<file path="src/rtl/jac_pkg.sv">
// ----------------------------------------------------------------------------
// jac_pkg: shared types and constants for the joint angle chain
// Segment codes, datapath widths and the arctangent step table used by the
// tilt-to-joint-angle block.
// ----------------------------------------------------------------------------
`default_nettype none

package jac_pkg;

   // segment selector carried on the request side
   typedef enum logic [1:0] {
      MODE_ANKLE   = 2'd0,
      MODE_KNEE    = 2'd1,
      MODE_HIP     = 2'd2,
      MODE_INVALID = 2'd3
   } mode_type;

   localparam int ATAN_ITERATIONS_DEF = 16;
   localparam int ATAN_MAX            = 24;   // entries in the step table
   localparam int CNT_W               = 5;    // indexes up to ATAN_MAX-1
   localparam int MAG_W               = 16;   // axis magnitude, 0..32768
   localparam int VEC_SHIFT           = 24;   // vector start scale 2^24
   localparam int VEC_W               = 44;   // signed CORDIC x/y width
   localparam int ACC_W               = 30;   // signed angle accumulator
   localparam int ACC_FRAC            = 20;   // accumulator units of 2^-20 deg
   localparam int DEG_W               = ACC_W - ACC_FRAC;
   localparam int TILT_W              = 7;    // whole-degree tilt, 0..89
   localparam int ANG_W               = 11;
   localparam int ATILT_W             = 8;
   localparam int STILT_W             = 10;
   localparam int CALC_W              = 12;   // headroom for angle sums

   localparam logic [TILT_W-1:0] TILT_MAX  = 7'd89;
   localparam logic [TILT_W-1:0] TILT_DIAG = 7'd45;

   // atan(2^-i) in units of 2^-20 degree, rounded to nearest
   function automatic logic [ACC_W-1:0] atan_entry(input logic [CNT_W-1:0] idx);
      logic [ACC_W-1:0] val;
      unique case (idx)
         5'd0:    val = 30'd47185920;
         5'd1:    val = 30'd27855475;
         5'd2:    val = 30'd14718068;
         5'd3:    val = 30'd7471121;
         5'd4:    val = 30'd3750058;
         5'd5:    val = 30'd1876857;
         5'd6:    val = 30'd938658;
         5'd7:    val = 30'd469357;
         5'd8:    val = 30'd234682;
         5'd9:    val = 30'd117342;
         5'd10:   val = 30'd58671;
         5'd11:   val = 30'd29335;
         5'd12:   val = 30'd14668;
         5'd13:   val = 30'd7334;
         5'd14:   val = 30'd3667;
         5'd15:   val = 30'd1833;
         5'd16:   val = 30'd917;
         5'd17:   val = 30'd458;
         5'd18:   val = 30'd229;
         5'd19:   val = 30'd115;
         5'd20:   val = 30'd57;
         5'd21:   val = 30'd29;
         5'd22:   val = 30'd14;
         5'd23:   val = 30'd7;
         default: val = '0;
      endcase
      return val;
   endfunction

endpackage

`default_nettype wire

</file>
<file path="src/rtl/joint_angle_chain_from_tilt.sv">
// ----------------------------------------------------------------------------
// joint_angle_chain_from_tilt: accelerometer tilt to chained joint angle
// One sample in, one joint angle out; an iterative CORDIC arctangent feeds
// the ankle, knee and hip chain with its stored tilts.
// ----------------------------------------------------------------------------
`default_nettype none

// An item whose second axis and x are both nonzero under a valid segment is
// loaded on acceptance, then rotated one CORDIC step per cycle through a single
// shared shift/add/subtract stage, and finally has its tilt chained into the
// angle before the block is ready again. Error items and zero-axis fallbacks
// skip the rotations.
// The result sits in an output register, so the next item is taken while a
// finished result still waits on rsp_tready; the block stalls only when a
// second result is ready before the first has been taken.
module joint_angle_chain_from_tilt
   import jac_pkg::*;
#(
   parameter int ATAN_ITERATIONS = ATAN_ITERATIONS_DEF
) (
   input  wire logic        clock,
   input  wire logic        reset,
   input  wire logic        req_tvalid,
   output logic             req_tready,
   input  wire logic [47:0] req_tdata,   // accel_x_in[15:0], accel_y_in[31:16], accel_z_in[47:32]
   input  wire logic [1:0]  req_tuser,   // mode[1:0]
   output logic             rsp_tvalid,
   input  wire logic        rsp_tready,
   output logic [15:0]      rsp_tdata,   // angle_deg[10:0], zero fill [15:11]
   output logic             rsp_tuser    // error[0]
);

   localparam int ITER_COUNT = (ATAN_ITERATIONS < ATAN_MAX) ? ATAN_ITERATIONS : ATAN_MAX;
   localparam logic [CNT_W-1:0] ITER_LAST = CNT_W'(ITER_COUNT - 1);

   typedef enum logic [1:0] {
      S_IDLE,
      S_ITER,
      S_FINISH
   } state_type;

   // control
   state_type               state_ff,   state_in;
   logic [CNT_W-1:0]        cnt_ff,     cnt_in;
   logic                    rsp_valid_ff, rsp_valid_in;
   logic signed [ANG_W-1:0]   ankle_angle_ff, ankle_angle_in;
   logic signed [ATILT_W-1:0] ankle_tilt_ff,  ankle_tilt_in;
   logic signed [STILT_W-1:0] shank_tilt_ff,  shank_tilt_in;

   // payload
   mode_type                mode_ff,    mode_in;
   logic                    xneg_ff,    xneg_in;
   logic                    spos_ff,    spos_in;
   logic                    szero_ff,   szero_in;
   logic                    err_ff,     err_in;
   logic                    diag_ff,    diag_in;
   logic signed [VEC_W-1:0] vx_ff,      vx_in;
   logic signed [VEC_W-1:0] vy_ff,      vy_in;
   logic signed [ACC_W-1:0] acc_ff,     acc_in;
   logic signed [ANG_W-1:0] angle_ff,   angle_in;
   logic                    rsp_err_ff, rsp_err_in;

   // input decode
   logic signed [15:0] ax, ay, az, sec;
   logic [MAG_W-1:0]   mag_x, mag_s;
   mode_type           mode_req;
   logic               err_req;

   // CORDIC step
   logic signed [VEC_W-1:0] vx_sh, vy_sh;
   logic signed [ACC_W-1:0] step_ang;

   // chaining
   logic [DEG_W-1:0]         deg;
   logic [TILT_W-1:0]        tilt;
   logic signed [CALC_W-1:0] t12, aa12, at12, st12, ang12;
   logic                     out_free;

   assign ax       = $signed(req_tdata[15:0]);
   assign ay       = $signed(req_tdata[31:16]);
   assign az       = $signed(req_tdata[47:32]);
   assign mode_req = mode_type'(req_tuser);
   assign sec      = (mode_req == MODE_HIP) ? az : ay;
   assign mag_x    = ax[15]  ? MAG_W'(-ax)  : MAG_W'(ax);
   assign mag_s    = sec[15] ? MAG_W'(-sec) : MAG_W'(sec);
   assign err_req  = (ax == 16'sd0) || (mode_req == MODE_INVALID);

   assign vx_sh    = vx_ff >>> cnt_ff;
   assign vy_sh    = vy_ff >>> cnt_ff;
   assign step_ang = $signed(atan_entry(cnt_ff));

   // whole degrees, truncated; negative accumulator reads as zero, above 89 saturates, equal magnitudes give 45
   assign deg  = DEG_W'(acc_ff >>> ACC_FRAC);
   always_comb begin
      priority if (diag_ff) begin
         tilt = TILT_DIAG;
      end else if (acc_ff[ACC_W-1]) begin
         tilt = '0;
      end else if (deg > DEG_W'(TILT_MAX)) begin
         tilt = TILT_MAX;
      end else begin
         tilt = TILT_W'(deg);
      end
   end

   assign t12  = $signed({{(CALC_W-TILT_W){1'b0}}, tilt});
   assign aa12 = CALC_W'(ankle_angle_ff);
   assign at12 = CALC_W'(ankle_tilt_ff);
   assign st12 = CALC_W'(shank_tilt_ff);

   assign out_free = !rsp_valid_ff || rsp_tready;

   always_comb begin
      state_in       = state_ff;
      cnt_in         = cnt_ff;
      rsp_valid_in   = rsp_valid_ff && !rsp_tready;
      ankle_angle_in = ankle_angle_ff;
      ankle_tilt_in  = ankle_tilt_ff;
      shank_tilt_in  = shank_tilt_ff;
      mode_in        = mode_ff;
      xneg_in        = xneg_ff;
      spos_in        = spos_ff;
      szero_in       = szero_ff;
      err_in         = err_ff;
      diag_in        = diag_ff;
      vx_in          = vx_ff;
      vy_in          = vy_ff;
      acc_in         = acc_ff;
      angle_in       = angle_ff;
      rsp_err_in     = rsp_err_ff;
      ang12          = -12'sd1;

      unique case (state_ff)
         S_IDLE: begin
            if (req_tvalid) begin
               mode_in  = mode_req;
               xneg_in  = ax[15];
               spos_in  = !sec[15] && (sec != 16'sd0);
               szero_in = (sec == 16'sd0);
               err_in   = err_req;
               diag_in  = (mag_x == mag_s);
               vx_in    = $signed({{(VEC_W-MAG_W-VEC_SHIFT){1'b0}}, mag_x, {VEC_SHIFT{1'b0}}});
               vy_in    = $signed({{(VEC_W-MAG_W-VEC_SHIFT){1'b0}}, mag_s, {VEC_SHIFT{1'b0}}});
               acc_in   = '0;
               cnt_in   = '0;
               state_in = (err_req || sec == 16'sd0) ? S_FINISH : S_ITER;
            end
         end
         S_ITER: begin
            // rotate toward the x axis, one step per cycle
            if (!vy_ff[VEC_W-1]) begin
               vx_in  = vx_ff + vy_sh;
               vy_in  = vy_ff - vx_sh;
               acc_in = acc_ff + step_ang;
            end else begin
               vx_in  = vx_ff - vy_sh;
               vy_in  = vy_ff + vx_sh;
               acc_in = acc_ff - step_ang;
            end
            cnt_in = cnt_ff + 1'b1;
            if (cnt_ff == ITER_LAST) begin
               state_in = S_FINISH;
            end
         end
         S_FINISH: begin
            if (out_free) begin
               if (err_ff) begin
                  ang12 = -12'sd1;
               end else begin
                  unique case (mode_ff)
                     MODE_ANKLE: begin
                        if (szero_ff) begin
                           ang12 = 12'sd90;
                        end else begin
                           if (xneg_ff) begin
                              ang12 = spos_ff ? (12'sd90 + t12) : (12'sd90 - t12);
                              ankle_tilt_in = ATILT_W'(t12);
                           end else begin
                              ang12 = spos_ff ? (12'sd270 - t12) : (t12 - 12'sd90);
                              ankle_tilt_in = ATILT_W'(-t12);
                           end
                           ankle_angle_in = ANG_W'(ang12);
                        end
                     end
                     MODE_KNEE: begin
                        if (szero_ff) begin
                           ang12 = 12'sd180 - (st12 + at12);
                        end else if (xneg_ff) begin
                           ang12 = spos_ff ? (aa12 + 12'sd90 - t12) : (aa12 + 12'sd90 + t12);
                           shank_tilt_in = STILT_W'(t12);
                        end else if (spos_ff) begin
                           ang12 = aa12 - 12'sd90 + t12;
                           shank_tilt_in = STILT_W'(12'sd180 - t12);
                        end else begin
                           ang12 = aa12 - 12'sd90 - t12;
                           shank_tilt_in = STILT_W'(-t12);
                        end
                     end
                     MODE_HIP: begin
                        if (szero_ff) begin
                           ang12 = 12'sd180 - st12;
                        end else if (xneg_ff) begin
                           ang12 = t12 - st12;
                        end else begin
                           ang12 = spos_ff ? (12'sd180 - st12 + t12)
                                           : (12'sd180 - st12 - t12);
                        end
                     end
                     default: begin
                        ang12 = -12'sd1;
                     end
                  endcase
               end
               angle_in     = ANG_W'(ang12);
               rsp_err_in   = err_ff;
               rsp_valid_in = 1'b1;
               state_in     = S_IDLE;
            end
         end
         default: begin
            state_in = S_IDLE;
         end
      endcase
   end

   always_ff @(posedge clock) begin
      if (reset) begin
         state_ff       <= S_IDLE;
         cnt_ff         <= '0;
         rsp_valid_ff   <= 1'b0;
         ankle_angle_ff <= '0;
         ankle_tilt_ff  <= '0;
         shank_tilt_ff  <= '0;
      end else begin
         state_ff       <= state_in;
         cnt_ff         <= cnt_in;
         rsp_valid_ff   <= rsp_valid_in;
         ankle_angle_ff <= ankle_angle_in;
         ankle_tilt_ff  <= ankle_tilt_in;
         shank_tilt_ff  <= shank_tilt_in;
      end
   end

   always_ff @(posedge clock) begin
      mode_ff    <= mode_in;
      xneg_ff    <= xneg_in;
      spos_ff    <= spos_in;
      szero_ff   <= szero_in;
      err_ff     <= err_in;
      diag_ff    <= diag_in;
      vx_ff      <= vx_in;
      vy_ff      <= vy_in;
      acc_ff     <= acc_in;
      angle_ff   <= angle_in;
      rsp_err_ff <= rsp_err_in;
   end

   assign req_tready = (state_ff == S_IDLE);
   assign rsp_tvalid = rsp_valid_ff;
   assign rsp_tdata  = {{(16-ANG_W){1'b0}}, angle_ff};
   assign rsp_tuser  = rsp_err_ff;

endmodule

`default_nettype wire

</file>
<file path="config.mk">
export PLATFORM = sky130hd
export DESIGN_NAME = joint_angle_chain_from_tilt
export DESIGN_NICKNAME = d
export VERILOG_FILES = /design/src/rtl/jac_pkg.sv /design/src/rtl/joint_angle_chain_from_tilt.sv
export SDC_FILE = /design/constraint.sdc
export NUM_CORES = 1
export LEC_CHECK = 0
export BUFFER_PORTS_ARGS = -buffer_cell sky130_fd_sc_hd__buf_2
export CORE_MARGIN = 5
export CORE_UTILIZATION = 33
export CTS_BUF_LIST = sky130_fd_sc_hd__clkbuf_8
export CTS_CLUSTER_DIAMETER = 50
export DETAILED_ROUTE_END_ITERATION = 7
export SETUP_SLACK_MARGIN = 0.05
export SYNTH_ARGS = -nofsm -noshare
export SYNTH_HDL_FRONTEND = slang
export SYNTH_SLANG_ARGS = --single-unit
</file>
<file path="constraint.sdc">
create_clock -name clock -period 6.5 [get_ports clock]
set_input_delay 0.975 -clock clock [delete_from_list [all_inputs] [get_ports clock]]
set_output_delay 0.975 -clock clock [all_outputs]
set_load 0.05 [all_outputs]
</file>
==> reports/results.ini <==
[placed_design]
dpl.hpwl_um=79900
place.gp.congestion=1.05
pre_cts_ws_ns=-0.449
dpl_cell_area_um2=31200
port_buffers=67

[floorplan]
io_pins=73
die_h_um=300
initial_core_util_pct=33.2
die_width_um=300
core.rowCount=106
dieArea_um2=89900
coreArea_um2=83400

[logic_synthesis]
synth_mux_area_share_pct=15.5
yosys.area.top_type=edfxtp_1
synth_area_leaders=edfxtp_1 (15%), mux4_2 (9.5%), ha_1 (8.7%), xnor2_1 (5.9%), a21oi_1 (4.6%)
synth_top_family_by_area=compound AO/OA/AOI/OAI gates
synth_ff_type=edfxtp_1
synth_commonest_cells=nor2_1 (337), nand2_1 (285), a21oi_1 (256), ha_1 (192), o21ai_0 (190)
synth_xor_xnor_area_share_pct=9.80
synth_top_cell_area_share_pct=14.8
synth_edf_count=137
avgSynthCellArea_um2=8.31
ys_seq_area_share_pct=19.3
ys_seq_elements=198
synth_area_um2=27700
synthSimpleGateAreaFrac_pct=18.1
synth_compound_area_share_pct=23.1
synth_cell_types=102
yosysMostFrequentCell=nor2_1
synth_warnings=0
synth_fa_ha_area_share_pct=9.25
synthCells=3333
synthArstFlopShare_pct=0

[critical_path]
cpMostUsedCell=buf_4
cp-end-kind=flop
critical_path_required_ns=6.88
cp-start-kind=flop
cp.arrival_ns=6.64
worstSetupPathType=reg -> reg
cp_slowest_cell=mux4_2
max_stage_delay_ns=0.55
path_max_fanout=12

[route]
vias_per_cell=5.98
avgRoutedWirePerCell_um=22.1
firstDrtPassIters=8
drt_wl_total_um=104000
drtAntennaViolNets=0
drt-initial-drc-count=3179
drc=0
dr_total_vias=28081

[sta]
tightest_slew_ns=1.19
skew_ns=0.0430
finalCritPeriodShare_pct=96.2
min_period_ns=6.26
setup_slack_ns=0.244
fmax_mhz=160
slew_headroom_pct=19.9
setup_viol=0
slew_viol_final=0
finalSetupTns_ns=0
hold_viol=0

[power]
peakVddDrop_uv=204
power_uw=11600
pwr_density_cell_nw_per_um2=360
leakagePower_uw=0.0130

[final_layout]
nNetsFinal=3857
multi_input_area_um2=21400
fin_area_um2=32300
regArea_um2=5350
fin_util_pct=38.8
fill_cells=8501
drive_gt1_share_pct=20.6
syn2layout_area_growth_pct=16.7

[clock_tree]
clock_latency_ns=0.63
cts_made_buffers=17
root_buffer=clkbuf_8
clock_sinks=198
path_clk_slew_ns=0.13
cts.path.max_buffers=2
cts_tree=done
cts_max_level=4
holdBufCountCts=0

[run_status]
status=complete, no violations

[worst_hold_path]
hp-class=reg -> reg

[global_routing]
grt-ovfl-total=0
grt_pass1_wl_um=158000
grt_start_max_net_pins=75
grtUsageTotal_pct=22.1
antenna_found_initial=2
grt_pass1_vias=26368

[flow_run]
maxCapViolations=0

## path summary, 6_finish.rpt
path                                  startpoint          endpoint  slack (ns)  cells after the start
worst max register to register         cnt_ff[0]         vy_ff[41]        0.24                     25
worst min-delay path            shank_tilt_ff[3]  shank_tilt_ff[3]        0.46                      2
worst max-delay path                   cnt_ff[0]         vy_ff[41]        0.24                     25
worst min register to register  shank_tilt_ff[3]  shank_tilt_ff[3]        0.46                      2
## cells in the final DEF, fill, tap and decap left out, types with 55 or more instances in the layout
master	instances
nand2_1	281
xnor2_1	186
o21ai_0	180
nor2_1	332
inv_1	122
buf_2	67
nor3_1	119
mux2i_1	110
a21o_1	95
ha_1	192
a21oi_1	249
xor2_1	119
edfxtp_1	137
nand3_1	55
dfxtp_1	56
mux4_2	117
buf_4	355
## metrics by stage
stage | std cells | hold WS [ns]
2_1_floorplan | 3337 | 0.432
3_3_place_gp | 4637 | 0.443
3_5_place_dp | 4637 | 0.449
4_1_cts | 4675 | 0.462
5_1_grt | 4697 | 0.486
6_report | 4697 | 0.461
## kinds of logic after synthesis
group           Yosys count
flops                   198
mux                     276
xor+xnor                307
compound gates          973
simple gates           1056
fa+ha+maj               200
other cells               1
buf+inv                 322
## state kept, by name (all words and copies together), names as in the netlist
name,cells
cnt_ff,5
ankle_tilt_ff,7
acc_ff,30
rsp_tuser,1
mode_ff,2
spos_ff,1
err_ff,1
rsp_tvalid,1
angle_ff,11
step_ang,26
ankle_angle_ff,10
diag_ff,1
shank_tilt_ff,10
szero_ff,1
xneg_ff,1
vx_ff,44
state_ff,2
vy_ff,44
## where the power goes
group | total (uW) | internal [uW] | switching, uW
Sequential | 1990 | 1650 | 340
Combinational | 8780 | 3990 | 4790
Clock | 865 | 286 | 579
## critical path, delay by kind of cell (launching register included)
family,cells,cell delay (ns)
compound gates,10,2.31
mux,3,1.06
buf+inv,5,0.85
simple gates,5,0.81
flops,1,0.49
fa+ha+maj,1,0.32
xor+xnor,1,0.15
## layout make-up
| cell class | count | share of cell area [%] |
|---|---|---|
| Multi-Input combinational cell | 2817 | 66.3 |
| Sequential cell | 198 | 16.6 |
| Timing Repair Buffer | 439 | 10.2 |
| Tap cell | 1080 | 4.18 |
| Inverter | 130 | 1.52 |
| Clock buffer | 17 | 0.724 |
| Clock inverter | 15 | 0.488 |
| Antenna cell | 1 | 0.00774 |
## what timing repair did
item                       4_1_cts  5_1_grt
setup buffers                    6       20
cloned                           0        1
setup endpoints to repair       22       33
gates resized for setup         13       90
pin swaps                        0       38
## routing by layer
metal / vias to the layer above / global-route usage [%] / part of all wire, %
li1: 13031 / - / -
met1: 13395 / 31.0 / 44
met2: 1417 / 33.8 / 43
met3: 236 / 4.73 / 9.6
met4: 2 / 7.49 / 3.5
met5: - / 0 / 0.013
Note: power is estimated with default switching activity, not from simulation.
